[src/hw/rtl/cdlf_pkg.sv]
`timescale 1ns / 1ps
`default_nettype none
package cdlf_pkg;

	// Configuration register indexes
	localparam logic [1:0] REG_CLICK_THRESHOLD = 2'd0;
	localparam logic [1:0] REG_PEAK_RATIO      = 2'd1;
	localparam logic [1:0] REG_MAX_RUN_LENGTH  = 2'd2;

	localparam int CFG_BITS     = 23;
	localparam int THR_BITS     = 23;
	localparam int RATIO_BITS   = 12;
	localparam int CAP_BITS     = 6;
	localparam int COUNT_BITS   = 16;
	localparam int LONGEST_BITS = 6;
	localparam int LEVEL_FLOOR  = 8;

	localparam logic [THR_BITS-1:0]   THR_RESET   = 23'd4194304;
	localparam logic [RATIO_BITS-1:0] RATIO_RESET = 12'd768;
	localparam logic [CAP_BITS-1:0]   CAP_RESET   = 6'd16;

	// How the front end classifies a word
	typedef enum logic [1:0] {
		KIND_START,
		KIND_MARK,
		KIND_PLAIN
	} kind_t;

	// Back end sequencer states
	typedef enum logic [3:0] {
		ST_IDLE,
		ST_DECIDE,
		ST_CMP,
		ST_CMP2,
		ST_RD,
		ST_RDOUT,
		ST_DSTART,
		ST_DIV,
		ST_DIVOUT,
		ST_LAST
	} state_t;

endpackage
`default_nettype wire

[src/hw/rtl/cdlf_front.sv]
`timescale 1ns / 1ps
`default_nettype none
module cdlf_front
	import cdlf_pkg::*;
#(
	parameter int SAMPLE_BITS = 24
) (
	input  wire logic                   clk,
	input  wire logic                   arst_n,
	input  wire logic                   in_valid,
	output logic                        in_ready,
	input  wire logic [SAMPLE_BITS-1:0] in_sample,
	input  wire logic                   in_last,
	input  wire logic [THR_BITS-1:0]    click_threshold,
	output logic                        push,
	input  wire logic                   push_ready,
	output kind_t                       push_kind,
	output logic [SAMPLE_BITS-2:0]      push_mag
);

	localparam int MB = SAMPLE_BITS - 1;

	logic          at_start_q;
	logic [MB-1:0] mag;
	logic          is_min;

	// Magnitude, with the most negative code saturated to full scale.
	always_comb begin
		is_min = in_sample[SAMPLE_BITS-1] && (in_sample[MB-1:0] == '0);
		if (!in_sample[SAMPLE_BITS-1]) begin
			mag = in_sample[MB-1:0];
		end else if (is_min) begin
			mag = '1;
		end else begin
			mag = MB'(-in_sample);
		end
	end

	// Classification of the incoming word.
	always_comb begin
		in_ready = push_ready;
		push     = in_valid && push_ready;
		push_mag = mag;
		if (at_start_q) begin
			push_kind = KIND_START;
		end else if (!in_last && (32'(mag) >= 32'(click_threshold))) begin
			push_kind = KIND_MARK;
		end else begin
			push_kind = KIND_PLAIN;
		end
	end

	// Track start flag: set again after the final sample of a track.
	always_ff @(posedge clk or negedge arst_n) begin
		if (!arst_n) begin
			at_start_q <= 1'b1;
		end else if (push && (push_kind != KIND_MARK)) begin
			at_start_q <= in_last;
		end
	end

endmodule
`default_nettype wire

[src/hw/rtl/cdlf_queue.sv]
`timescale 1ns / 1ps
`default_nettype none
module cdlf_queue
	import cdlf_pkg::*;
#(
	parameter int WIDTH = 8
) (
	input  wire logic             clk,
	input  wire logic             arst_n,
	input  wire logic             push,
	output logic                  push_ready,
	input  wire logic [WIDTH-1:0] push_data,
	input  wire logic             pop,
	output logic                  pop_valid,
	output logic [WIDTH-1:0]      pop_data
);

	logic [WIDTH-1:0] slot_q [2];
	logic             wr_q;
	logic             rd_q;
	logic [1:0]       fill_q;

	assign push_ready = (fill_q != 2'd2);
	assign pop_valid  = (fill_q != 2'd0);
	assign pop_data   = slot_q[rd_q];

	// Two-entry ring between the front and back ends.
	always_ff @(posedge clk or negedge arst_n) begin
		if (!arst_n) begin
			wr_q   <= 1'b0;
			rd_q   <= 1'b0;
			fill_q <= 2'd0;
		end else begin
			if (push) begin
				wr_q <= ~wr_q;
			end
			if (pop && pop_valid) begin
				rd_q <= ~rd_q;
			end
			fill_q <= fill_q + 2'(push) - 2'(pop && pop_valid);
		end
	end

	always_ff @(posedge clk) begin
		if (push) begin
			slot_q[wr_q] <= push_data;
		end
	end

endmodule
`default_nettype wire

[src/hw/rtl/cdlf_back.sv]
`timescale 1ns / 1ps
`default_nettype none
module cdlf_back
	import cdlf_pkg::*;
#(
	parameter int SAMPLE_BITS = 24,
	parameter int MAX_RUN     = 32
) (
	input  wire logic                   clk,
	input  wire logic                   arst_n,
	input  wire logic                   item_valid,
	output logic                        item_pop,
	input  wire logic [SAMPLE_BITS-1:0] item_sample,
	input  wire logic                   item_last,
	input  wire kind_t                  item_kind,
	input  wire logic [SAMPLE_BITS-2:0] item_mag,
	input  wire logic [RATIO_BITS-1:0]  peak_ratio,
	input  wire logic [CAP_BITS-1:0]    max_run_length,
	output logic                        o_valid,
	input  wire logic                   o_ready,
	output logic [SAMPLE_BITS-1:0]      o_sample,
	output logic                        o_repaired,
	output logic                        o_burst_last,
	output logic                        o_track_end,
	output logic [COUNT_BITS-1:0]       o_click_count,
	output logic [COUNT_BITS-1:0]       o_rejected_count,
	output logic [LONGEST_BITS-1:0]     o_longest_run
);

	localparam int SB = SAMPLE_BITS;
	localparam int MB = SB - 1;
	localparam int LW = $clog2(MAX_RUN + 1);
	localparam int AW = (MAX_RUN > 1) ? $clog2(MAX_RUN) : 1;
	localparam int PW = MB + RATIO_BITS;
	localparam int NW = SB + 1 + LW;
	localparam int DW = NW + 1;
	localparam int CW = $clog2(DW + 1);
	localparam int VW = LW + 2;
	localparam int RW = LW + 3;

	state_t state_q, state_d;

	logic [SB-1:0]         x_q;
	logic                  last_q;
	kind_t                 kind_q;
	logic [MB-1:0]         mag_q;
	logic [LW-1:0]         len_q;
	logic [MB-1:0]         peak_q;
	logic [SB-1:0]         left_q;
	logic                  in_run_q;
	logic                  over_q;
	logic [COUNT_BITS-1:0] acc_q;
	logic [COUNT_BITS-1:0] rej_q;
	logic [LW-1:0]         long_q;
	logic [LW-1:0]         tot_q;
	logic [LW-1:0]         idx_q;
	logic [LW-1:0]         k_q;
	logic [MB-1:0]         level_q;
	logic [PW-1:0]         prod_q;
	logic signed [SB:0]    diff_q;
	logic signed [NW-1:0]  num_q;
	logic [RW-1:0]         rem_q;
	logic [DW-1:0]         quo_q;
	logic                  neg_q;
	logic [CW-1:0]         cnt_q;
	logic [SB-1:0]         rd_q;
	logic [SB-1:0]         run_mem [MAX_RUN];

	logic                  out_free;
	logic                  emit;
	logic [SB-1:0]         e_sample;
	logic                  e_rep;
	logic                  e_blast;
	logic                  e_end;
	logic [6:0]            cap;
	logic                  len_lt_cap;
	logic [MB-1:0]         left_mag;
	logic [MB-1:0]         lvl;
	logic                  accept;
	logic [NW-1:0]         abs_num;
	logic [DW-1:0]         dvd;
	logic [VW-1:0]         dvs;
	logic [RW-1:0]         rem_sh;
	logic signed [SB+1:0]  fill;

	// Effective cap, boundary level, acceptance test, divider operands and fill value.
	always_comb begin
		cap = ({1'b0, max_run_length} > 7'(MAX_RUN)) ? 7'(MAX_RUN) : {1'b0, max_run_length};
		len_lt_cap = 7'(len_q) < cap;
		if (!left_q[SB-1]) begin
			left_mag = left_q[MB-1:0];
		end else if (left_q[MB-1:0] == '0) begin
			left_mag = '1;
		end else begin
			left_mag = MB'(-left_q);
		end
		lvl = (left_mag > mag_q) ? left_mag : mag_q;
		if (32'(lvl) < 32'(LEVEL_FLOOR)) begin
			lvl = MB'(LEVEL_FLOOR);
		end
		accept = PW'({peak_q, 8'b0}) > prod_q;
		abs_num = num_q[NW-1] ? NW'(-num_q) : NW'(num_q);
		dvs = VW'({tot_q, 1'b0}) + VW'(2);
		dvd = DW'({abs_num, 1'b0}) + DW'(tot_q) + DW'(1);
		rem_sh = {rem_q[RW-2:0], quo_q[DW-1]};
		fill = (SB+2)'(signed'(left_q)) +
			(neg_q ? -(SB+2)'(quo_q[SB:0]) : (SB+2)'(quo_q[SB:0]));
	end

	// Next state and the word offered to the output register.
	always_comb begin
		out_free = !o_valid || o_ready;
		state_d  = state_q;
		item_pop = 1'b0;
		emit     = 1'b0;
		e_sample = x_q;
		e_rep    = 1'b0;
		e_blast  = 1'b0;
		e_end    = 1'b0;
		case (state_q)
			ST_IDLE: begin
				item_pop = item_valid;
				if (item_valid) begin
					state_d = ST_DECIDE;
				end
			end
			ST_DECIDE: begin
				case (kind_q)
					KIND_MARK: begin
						if (over_q) begin
							state_d = ST_LAST;
						end else if (len_lt_cap) begin
							state_d = ST_IDLE;
						end else begin
							state_d = (len_q != '0) ? ST_RD : ST_LAST;
						end
					end
					KIND_PLAIN: begin
						if (in_run_q && !over_q && (len_q != '0)) begin
							state_d = ST_CMP;
						end else begin
							state_d = ST_LAST;
						end
					end
					default: state_d = ST_LAST;
				endcase
			end
			ST_CMP:    state_d = ST_CMP2;
			ST_CMP2:   state_d = accept ? ST_DSTART : ST_RD;
			ST_RD:     state_d = ST_RDOUT;
			ST_RDOUT: begin
				e_sample = rd_q;
				if (out_free) begin
					emit    = 1'b1;
					state_d = (idx_q + LW'(1) == tot_q) ? ST_LAST : ST_RD;
				end
			end
			ST_DSTART: state_d = ST_DIV;
			ST_DIV: begin
				if (cnt_q == CW'(1)) begin
					state_d = ST_DIVOUT;
				end
			end
			ST_DIVOUT: begin
				e_sample = fill[SB-1:0];
				e_rep    = 1'b1;
				if (out_free) begin
					emit    = 1'b1;
					state_d = (k_q == tot_q) ? ST_LAST : ST_DSTART;
				end
			end
			ST_LAST: begin
				e_blast = 1'b1;
				e_end   = last_q;
				if (out_free) begin
					emit    = 1'b1;
					state_d = ST_IDLE;
				end
			end
			default: state_d = ST_IDLE;
		endcase
	end

	always_ff @(posedge clk or negedge arst_n) begin
		if (!arst_n) begin
			state_q <= ST_IDLE;
		end else begin
			state_q <= state_d;
		end
	end

	// Run state and counters.
	always_ff @(posedge clk or negedge arst_n) begin
		if (!arst_n) begin
			len_q    <= '0;
			peak_q   <= '0;
			left_q   <= '0;
			in_run_q <= 1'b0;
			over_q   <= 1'b0;
			acc_q    <= '0;
			rej_q    <= '0;
			long_q   <= '0;
		end else begin
			case (state_q)
				ST_DECIDE: begin
					case (kind_q)
						KIND_START: begin
							acc_q    <= '0;
							rej_q    <= '0;
							long_q   <= '0;
							len_q    <= '0;
							peak_q   <= '0;
							in_run_q <= 1'b0;
							over_q   <= 1'b0;
						end
						KIND_MARK: begin
							if (!over_q && len_lt_cap) begin
								len_q    <= len_q + LW'(1);
								in_run_q <= 1'b1;
								if (mag_q > peak_q) begin
									peak_q <= mag_q;
								end
							end else if (!over_q) begin
								len_q    <= '0;
								peak_q   <= '0;
								in_run_q <= 1'b1;
								over_q   <= 1'b1;
							end
						end
						default: begin
							if (in_run_q && over_q && (rej_q != '1)) begin
								rej_q <= rej_q + 1'b1;
							end
							if (!(in_run_q && !over_q && (len_q != '0))) begin
								len_q    <= '0;
								peak_q   <= '0;
								in_run_q <= 1'b0;
								over_q   <= 1'b0;
							end
						end
					endcase
				end
				ST_CMP2: begin
					if (accept) begin
						if (acc_q != '1) begin
							acc_q <= acc_q + 1'b1;
						end
						if (len_q > long_q) begin
							long_q <= len_q;
						end
					end else if (rej_q != '1) begin
						rej_q <= rej_q + 1'b1;
					end
					len_q    <= '0;
					peak_q   <= '0;
					in_run_q <= 1'b0;
					over_q   <= 1'b0;
				end
				ST_LAST: begin
					if (out_free && (kind_q != KIND_MARK)) begin
						left_q <= x_q;
					end
				end
				default: ;
			endcase
		end
	end

	// Working registers of the current word, replay and fill divider.
	always_ff @(posedge clk) begin
		case (state_q)
			ST_IDLE: begin
				if (item_valid) begin
					x_q    <= item_sample;
					last_q <= item_last;
					kind_q <= item_kind;
					mag_q  <= item_mag;
				end
			end
			ST_DECIDE: begin
				level_q <= lvl;
				idx_q   <= '0;
				tot_q   <= len_q;
				if ((kind_q == KIND_MARK) && !over_q && len_lt_cap) begin
					run_mem[len_q[AW-1:0]] <= x_q;
				end
			end
			ST_CMP: prod_q <= PW'(level_q) * PW'(peak_ratio);
			ST_CMP2: begin
				idx_q  <= '0;
				tot_q  <= len_q;
				k_q    <= LW'(1);
				diff_q <= (SB+1)'(signed'(x_q)) - (SB+1)'(signed'(left_q));
				num_q  <= NW'((SB+1)'(signed'(x_q)) - (SB+1)'(signed'(left_q)));
			end
			ST_RD: rd_q <= run_mem[idx_q[AW-1:0]];
			ST_RDOUT: begin
				if (out_free) begin
					idx_q <= idx_q + LW'(1);
				end
			end
			ST_DSTART: begin
				quo_q <= dvd;
				rem_q <= '0;
				cnt_q <= CW'(DW);
				neg_q <= num_q[NW-1];
			end
			ST_DIV: begin
				cnt_q <= cnt_q - CW'(1);
				if (rem_sh >= RW'(dvs)) begin
					rem_q <= rem_sh - RW'(dvs);
					quo_q <= {quo_q[DW-2:0], 1'b1};
				end else begin
					rem_q <= rem_sh;
					quo_q <= {quo_q[DW-2:0], 1'b0};
				end
			end
			ST_DIVOUT: begin
				if (out_free) begin
					k_q   <= k_q + LW'(1);
					num_q <= num_q + NW'(diff_q);
				end
			end
			default: ;
		endcase
	end

	// Output register.
	always_ff @(posedge clk or negedge arst_n) begin
		if (!arst_n) begin
			o_valid <= 1'b0;
		end else if (emit) begin
			o_valid <= 1'b1;
		end else if (o_ready) begin
			o_valid <= 1'b0;
		end
	end

	always_ff @(posedge clk) begin
		if (emit) begin
			o_sample         <= e_sample;
			o_repaired       <= e_rep;
			o_burst_last     <= e_blast;
			o_track_end      <= e_end;
			o_click_count    <= acc_q;
			o_rejected_count <= rej_q;
			o_longest_run    <= LONGEST_BITS'(long_q);
		end
	end

	a_over_in_run: assert property (@(posedge clk) disable iff (!arst_n)
		over_q |-> in_run_q) else $error("over cap without an open run");
	a_idle_run_empty: assert property (@(posedge clk) disable iff (!arst_n)
		!in_run_q |-> (len_q == '0) && (peak_q == '0)) else $error("stale run state");
	a_div_runs: assert property (@(posedge clk) disable iff (!arst_n)
		(state_q == ST_DIV) && (cnt_q != CW'(1)) |=> (state_q == ST_DIV))
		else $error("divider left early");

endmodule
`default_nettype wire

[src/hw/rtl/click_detect_linear_fill.sv]
// Click detector with linear fill for one audio track at a time.
// Input stream s_*: tdata carries a signed sample, tlast marks the track's final
// sample. Output stream m_*: every word carries a sample in input order, the
// running accepted and rejected run counts and the longest repaired run;
// tuser flags a repaired sample and the last word caused by an input, tlast
// marks the word that carries the track's final sample.
// Configuration is a write port (cfg_we, cfg_index, cfg_data), used while idle.
// Marked samples are buffered without output. An ordinary sample passes the
// back end's idle, decide and last states; a rejected or over-cap run is
// replayed from the run memory, a read and an output state a word; each repaired
// word takes the serial divider, with a SAMPLE_BITS + clog2(MAX_RUN+1) + 2 bit quotient.
// A two-word queue parts the front end from the back end, so up to two input
// words are taken while the back end works or the receiver stalls. A stall on
// m_tready holds the output register and the back end waits.
// Reset clears the run state and counters, restores register defaults and
// starts a new track; the run memory needs no clearing.
`timescale 1ns / 1ps
`default_nettype none
module click_detect_linear_fill
	import cdlf_pkg::*;
#(
	parameter int SAMPLE_BITS = 24,
	parameter int MAX_RUN     = 32
) (
	input  wire logic                   clk,
	input  wire logic                   arst_n,
	input  wire logic                   s_tvalid,
	output logic                        s_tready,
	// in_sample
	input  wire logic [((SAMPLE_BITS+7)/8)*8-1:0] s_tdata,
	input  wire logic                   s_tlast,
	output logic                        m_tvalid,
	input  wire logic                   m_tready,
	// out_sample, click_count, rejected_count, longest_run
	output logic [((SAMPLE_BITS+38+7)/8)*8-1:0] m_tdata,
	// repaired, burst_last
	output logic [1:0]                  m_tuser,
	output logic                        m_tlast,
	input  wire logic                   cfg_we,
	input  wire logic [1:0]             cfg_index,
	input  wire logic [CFG_BITS-1:0]    cfg_data
);

	localparam int SB = SAMPLE_BITS;
	localparam int MB = SB - 1;
	localparam int OB = SB + 2 * COUNT_BITS + LONGEST_BITS;
	localparam int OW = ((OB + 7) / 8) * 8;
	localparam int QW = SB + 1 + 2 + MB;

	logic [THR_BITS-1:0]   thr_q;
	logic [RATIO_BITS-1:0] ratio_q;
	logic [CAP_BITS-1:0]   cap_q;

	logic                  push;
	logic                  push_ready;
	kind_t                 push_kind;
	logic [MB-1:0]         push_mag;
	logic                  pop;
	logic                  pop_valid;
	logic [QW-1:0]         pop_data;
	logic [SB-1:0]         o_sample;
	logic [COUNT_BITS-1:0] o_click;
	logic [COUNT_BITS-1:0] o_rej;
	logic [LONGEST_BITS-1:0] o_long;

	// Configuration registers.
	always_ff @(posedge clk or negedge arst_n) begin
		if (!arst_n) begin
			thr_q   <= THR_RESET;
			ratio_q <= RATIO_RESET;
			cap_q   <= CAP_RESET;
		end else if (cfg_we) begin
			case (cfg_index)
				REG_CLICK_THRESHOLD: thr_q   <= cfg_data[THR_BITS-1:0];
				REG_PEAK_RATIO:      ratio_q <= cfg_data[RATIO_BITS-1:0];
				REG_MAX_RUN_LENGTH:  cap_q   <= cfg_data[CAP_BITS-1:0];
				default: ;
			endcase
		end
	end

	cdlf_front #(.SAMPLE_BITS(SB)) u_front (
		.clk             (clk),
		.arst_n          (arst_n),
		.in_valid        (s_tvalid),
		.in_ready        (s_tready),
		.in_sample       (s_tdata[SB-1:0]),
		.in_last         (s_tlast),
		.click_threshold (thr_q),
		.push            (push),
		.push_ready      (push_ready),
		.push_kind       (push_kind),
		.push_mag        (push_mag)
	);

	cdlf_queue #(.WIDTH(QW)) u_queue (
		.clk        (clk),
		.arst_n     (arst_n),
		.push       (push),
		.push_ready (push_ready),
		.push_data  ({push_mag, push_kind, s_tlast, s_tdata[SB-1:0]}),
		.pop        (pop),
		.pop_valid  (pop_valid),
		.pop_data   (pop_data)
	);

	cdlf_back #(.SAMPLE_BITS(SB), .MAX_RUN(MAX_RUN)) u_back (
		.clk              (clk),
		.arst_n           (arst_n),
		.item_valid       (pop_valid),
		.item_pop         (pop),
		.item_sample      (pop_data[SB-1:0]),
		.item_last        (pop_data[SB]),
		.item_kind        (kind_t'(pop_data[SB+2:SB+1])),
		.item_mag         (pop_data[QW-1:SB+3]),
		.peak_ratio       (ratio_q),
		.max_run_length   (cap_q),
		.o_valid          (m_tvalid),
		.o_ready          (m_tready),
		.o_sample         (o_sample),
		.o_repaired       (m_tuser[0]),
		.o_burst_last     (m_tuser[1]),
		.o_track_end      (m_tlast),
		.o_click_count    (o_click),
		.o_rejected_count (o_rej),
		.o_longest_run    (o_long)
	);

	assign m_tdata = OW'({o_long, o_rej, o_click, o_sample});

endmodule
`default_nettype wire
[config.mk]
export PLATFORM = sky130hd
export DESIGN_NAME = click_detect_linear_fill
export DESIGN_NICKNAME = d
export VERILOG_FILES = /design/src/hw/rtl/cdlf_pkg.sv /design/src/hw/rtl/cdlf_front.sv /design/src/hw/rtl/cdlf_queue.sv /design/src/hw/rtl/cdlf_back.sv /design/src/hw/rtl/click_detect_linear_fill.sv
export SDC_FILE = /design/constraint.sdc
export NUM_CORES = 2
export LEC_CHECK = 0
export BUFFER_PORTS_ARGS = -buffer_cell sky130_fd_sc_hd__clkbuf_2
export CORE_MARGIN = 8
export CORE_UTILIZATION = 30
export DETAILED_ROUTE_END_ITERATION = 8
export SYNTH_ARGS = -nofsm -noshare
export SYNTH_HDL_FRONTEND = slang
export SYNTH_SLANG_ARGS = --single-unit
[constraint.sdc]
create_clock -name clk -period 11.9 [get_ports clk]
set_input_delay 1.19 -clock clk [delete_from_list [all_inputs] [get_ports clk]]
set_output_delay 1.19 -clock clk [all_outputs]
set_load 0.01 [all_outputs]
=== Yosys cells after proc, flatten, opt, wreduce, memory -nomap -nowiden ===
Memories as Yosys holds them, arrays and structs flattened. A register that Yosys moved wholly into a read port is not among the register bits.
Cells that the tools add are included.

* $add $sub $neg: 20
* Multiply operators: 1
* Order comparisons: 9
* Equality and inequality tests: 38
* Muxes and demuxes: 80
* Bitwise gates (word level): 2
* Reductions and logical operators: 45

{| class="wikitable"
|+ Operators by type and width
! operator !! count
|-
| two-way mux 23 bit || 9
|-
| two-way mux 16 bit || 6
|-
| one-hot mux 16 bit (2 select lines) || 3
|-
| one-hot mux 23 bit (2 select lines) || 2
|-
| one-hot mux 6 bit (2 select lines) || 6
|-
| one-hot mux 32 bit (2 select lines) || 1
|-
| two-way mux 31 bit || 2
|-
| one-hot mux 31 bit (2 select lines) || 1
|-
| two-way mux 6 bit || 9
|-
| subtractor 24 x 24 -> 25 bit || 2
|-
| one-hot mux 24 bit (2 select lines) || 1
|-
| greater-than comparator 23 bit || 2
|-
| zero test 23 bit || 2
|-
| negation 23 bit || 2
|-
| two-way mux 4 bit || 11
|-
| one-hot mux 4 bit (10 select lines) || 1
|-
| greater-than comparator 31 x 35 -> 1 bit || 1
|-
| multiplier 23 x 12 -> 35 bit || 1
|-
| adder 16 x 1 -> 16 bit (second input constant) || 2
|-
| adder 32 x 1 -> 32 bit (second input constant) || 1
|-
| adder 32 x 6 -> 32 bit || 1
|-
| inequality test 16 bit (second input constant) || 2
|-
| adder 31 x 25 -> 31 bit || 1
|-
| negation 31 bit || 1
|-
| 48 further kinds || 125
|}

* Flip-flop bits (word level): 388
* Memory bits (writable): 868
* Output and inout bits: 69
* Word-level logic and storage cells: 232
* Memories: 2

{| class="wikitable"
|+ Memories
! name !! words !! width !! rd ports !! clocked after memory_dff !! write ports !! line !! text
|-
| u_back.run_mem || 32 || 24 || 1 || 1 || 1 || cdlf_back.sv:67 || <nowiki>logic [SB-1:0] run_mem [MAX_RUN];</nowiki>
|-
| u_queue.slot_q || 2 || 50 || 1 || 1 || 1 || cdlf_queue.sv:18 || <nowiki>logic [WIDTH-1:0] slot_q [2];</nowiki>
|}

=== Logic depth before layout (Yosys ltp) ===
* Depth after elaboration: 10
* Depth in mapped cells: 23
* Mapped depth without buffers: 22

=== By module ===
Synthesis repeated with hierarchy kept, for this count alone.

* Cell total of the unflattened synthesis: 4963
* Area, all modules: 69461.6 um^2

{| class="wikitable"
|+ By module, submodules not included
! module !! times used !! cells an instance !! area each (um^2)
|-
| cdlf_back || 1 || 4513 || 62542.5
|-
| cdlf_queue || 1 || 173 || 4058.9
|-
| click_detect_linear_fill || 1 || 91 || 1575.3
|-
| cdlf_front || 1 || 186 || 1285.0
|}

=== Worst setup path before layout ===
No wires, ideal clock.

* Path kind: reg2reg
* Start: register ratio_q[8]
* End: register u_back.prod_q[31] (data pin)
* Arrival time: 5518 ps
* Data required time: 11638 ps
* Setup slack: 6120 ps
* Stages on the path, launching flop included: 22
* Clock period less this slack: 5780 ps
* Path through: dfstp_2 > clkbuf_1 > nand2_1 > fa_1 > inv_1 > fa_1 > fa_1 > fa_1 > inv_1 > fa_1 > inv_1 > ha_1 > and4_1 > o2111a_1 > o31ai_1 > a31oi_1 > o22ai_1 > o2111ai_1 > o21a_1 > a21oi_1 > o21bai_1 > xor2_1

* Longest elaborated chain between the ends: 1

{| class="wikitable"
|+ RTL lines
! what !! line !! text
|-
| start: declaration || click_detect_linear_fill.sv:51 || <nowiki>logic [RATIO_BITS-1:0] ratio_q;</nowiki>
|-
| start signal: assignment || click_detect_linear_fill.sv:75 || <nowiki>REG_PEAK_RATIO: ratio_q <= cfg_data[RATIO_BITS-1:0];</nowiki>
|-
| multiplier 23 x 12 -> 35 bit || cdlf_back.sv:288 || <nowiki>ST_CMP: prod_q <= PW'(level_q) * PW'(peak_ratio);</nowiki>
|-
| end signal: assignment || cdlf_back.sv:288 ||
|-
| end: declaration || cdlf_back.sv:59 || <nowiki>logic [PW-1:0] prod_q;</nowiki>
|}

No other way between the ends.
A chain may end at the register's enable or synchronous reset.

=== Worst setup path after layout ===
* Start: register ratio_q[5]
* End: register u_back.prod_q[31] (data pin)

The elaborated chain is that of the path after synthesis.

==> results.sh <==
export IMPL_holdWs_ns=0.501
export IMPL_hold_violations=0
export IMPL_grt_overflow=0
export IMPL_post_dp_hpwl_um=122000
export IMPL_vias=41600
export IMPL_grt_pass1_vias=42600
export IMPL_place_congestion=0.942
export IMPL_cts_buffers=144
export IMPL_dieArea_um2=245000
export IMPL_clock_sinks=1330
export IMPL_start_util_pct=30.2
export IMPL_crit_path_end_kind="register"
export IMPL_ctsHoldBuffers=0
export IMPL_layout_common_cells="edfxtp_1 (1186), nand2_1 (456), inv_1 (446)"
export IMPL_cap_violations=0
export IMPL_synth_xor_area_share_pct=3.01
export IMPL_drive_gt1_share_pct=16.6
export IMPL_yosysSeqAreaShare_pct=57.1
export IMPL_htree_levels=4
export IMPL_via_per_inst=5.03
export IMPL_crit_fanout=24
export IMPL_ys_ff_latch=1330
export IMPL_antenna_found_initial=2
export IMPL_finalNetCount=5705
export IMPL_dr_pass1_iters=6
export IMPL_mostFrequentLayoutCell="edfxtp_1"
export IMPL_skew_ns=0.0751
export IMPL_postCtsSetupBuffers=0
export IMPL_synth_area_mux_share_pct=9.96
export IMPL_startpoint_type="register"
export IMPL_avgRoutedWirePerCell_um=22.3
export IMPL_port_buffers=121
export IMPL_synth_top_family_by_area="adder cells"
export IMPL_crit_required_ns=12.41
export IMPL_worst_slew_pin_slew_ns=1.17
export IMPL_clk_latency_ns=0.80
export IMPL_grt_max_degree=136
export IMPL_grt_usage_pct=14.9
export IMPL_drtIter0Drc=3618
export IMPL_rsz0062_at_grt="false"
export IMPL_post_cts_resized=0
export IMPL_fmaxAchievable_mhz=149
export IMPL_crit_type="register to register"
export IMPL_ant_nets=0
export IMPL_path_clk_slew_ns=0.06
export IMPL_synthSimpleGateAreaFrac_pct=7.90
export IMPL_synthToLayoutAreaGrowth_pct=13.6
export IMPL_clockBufferDepth=3
export IMPL_async_flop_share_pct=10.8
export IMPL_die_h_um=495
export IMPL_synthCells=4971
export IMPL_slew_violations=0
export IMPL_period_needed_ns=6.73
export IMPL_multi_input_area_um2=27300
export IMPL_cts_root_buf="clkbuf_16"
export IMPL_ys_warnings_count=0
export IMPL_fin_crit_sh_pct=56.6
export IMPL_final_setup_tns_ns=0
export IMPL_status="complete, no violations"
export IMPL_die_x_um=495
export IMPL_synth_compound_area_share_pct=7.10
export IMPL_nFillCells=22000
export IMPL_rows=175
export IMPL_arrival_ns=7.24
export IMPL_avgSynthCellArea_um2=13.8
export IMPL_synth_flop_cell="edfxtp_1"
export IMPL_syn_area_um2=68700
export IMPL_synthAdderAreaFrac_pct=11.4
export IMPL_finalSetupViolations=0
export IMPL_rrSetupSlack_ns=5.17
export IMPL_wl_um=185000
export IMPL_remaining_drc_errors=0
export IMPL_synth_distinct_cells=88
export IMPL_ios=124
export IMPL_grt_pass1_wl_um=276000
export IMPL_tritoncts="done"
export IMPL_finish_utilization_pct=34.3
export IMPL_maxSlewHeadroom_pct=22.2
export IMPL_hp_class="register to register"
export IMPL_synth_edf_count=1186
export IMPL_core_um2=228000
export IMPL_regArea_um2=39200
final cells by class:
cell class	count	share of cell area [%]
Clock inverter	81	1.19
Multi-Input combinational cell	2999	34.9
Inverter	447	2.15
Tap cell	3009	4.82
Timing Repair Buffer	228	1.84
Sequential cell	1330	50.2
Antenna cell	5	0.0160
Clock buffer	182	4.87
sequential cells by signal, indices dropped and copies added (netlist names), 24 cells and up:
name and flops:
u_back.prod_q 35, u_back.x_q 24, u_back.rd_q 24, u_back.left_q 24, u_back.diff_q 25, u_back.quo_q 32, u_back.run_mem 768, u_back.o_sample 24
u_back.num_q 31, u_queue.slot_q 100
synth_stat cells (all sizes together) (21+ instances only):
cell type / instances / share of area (%)
mux2: 119 / 1.9
nand4: 34 / 0.31
a22oi: 21 / 0.23
ha: 285 / 5.2
and2: 94 / 0.86
nor2b: 45 / 0.41
o21ai: 232 / 1.7
nor4: 29 / 0.27
nand2b: 34 / 0.31
or3: 23 / 0.21
xnor2: 124 / 1.6
a22o: 35 / 0.45
a21o: 78 / 0.85
and3: 24 / 0.22
edfxtp: 1186 / 52
dfrtp: 139 / 5.1
mux4: 240 / 7.9
o31ai: 29 / 0.32
a21oi: 156 / 1.1
clkbuf: 156 / 0.85
xor2: 112 / 1.4
nand2: 456 / 2.5
nor3: 45 / 0.33
buf: 40 / 0.24
fa: 215 / 6.3
nand3: 55 / 0.40
inv: 446 / 2.4
nor2: 224 / 1.2
o21a: 41 / 0.45
metrics by stage:
step,std cells,worst slack (ns),instance area [um^2]
2_1_floorplan,4972,6.12,68800
3_3_place_gp,8013,5.33,73400
3_5_place_dp,8013,5.23,73400
4_1_cts,8276,5.20,78100
5_1_grt,8276,4.69,78100
6_report,8281,5.17,78100
cells by family after synthesis:
family / Yosys count
simple gates: 1139
compound gates: 753
flops: 1330
xor+xnor: 236
buf+inv: 643
other cells: 1
mux: 369
fa+ha+maj: 500
metal layers:
| layer | global-route usage, % | vias to the layer above | part of all wire (%) |
|---|---|---|---|
| met3 | 1.93 | 307 | 5.4 |
| met5 | 0 | - | 0 |
| met1 | 19.0 | 21400 | 41 |
| met4 | 5.58 | 0 | 3.7 |
| met2 | 25.8 | 1292 | 50 |
| li1 | - | 18600 | - |
worst max-delay path, cell delays in order, from the launching register on:
cell and delay (ns):
dfrtp_1 0.93, nand2_1 0.17, fa_1 0.54, fa_1 0.53, inv_1 0.04, ha_1 0.26, inv_1 0.05, fa_1 0.53
inv_1 0.06, fa_1 0.48, ha_1 0.38, a21oi_1 0.29, nand2_1 0.14, o31ai_1 0.44, a31oi_1 0.23, o22ai_1 0.53
o2111ai_1 0.21, o21a_1 0.16, a21oi_1 0.23, o21bai_1 0.11, xor2_1 0.15
final timing paths:
path                                                 endpoint                         from  cells after the start
worst max-delay path              u_back.prod_q[31]$_DFFE_PP_       ratio_q[5]$_DFFE_PN0P_                     20
worst min-delay path              u_queue.fill_q[1]$_DFF_PN0_  u_queue.fill_q[1]$_DFF_PN0_                      1
worst max register to register    u_back.prod_q[31]$_DFFE_PP_       ratio_q[5]$_DFFE_PN0P_                     20
worst min register to register    u_queue.fill_q[1]$_DFF_PN0_  u_queue.fill_q[1]$_DFF_PN0_                      1
max in group asynchronous       u_back.left_q[18]$_DFFE_PN0P_                       arst_n                      2
min in group asynchronous              ratio_q[3]$_DFFE_PN0P_                       arst_n                      1
Power is not shown: default switching activity piles up to over one toggle a cycle in this logic, so the estimate is an artifact.
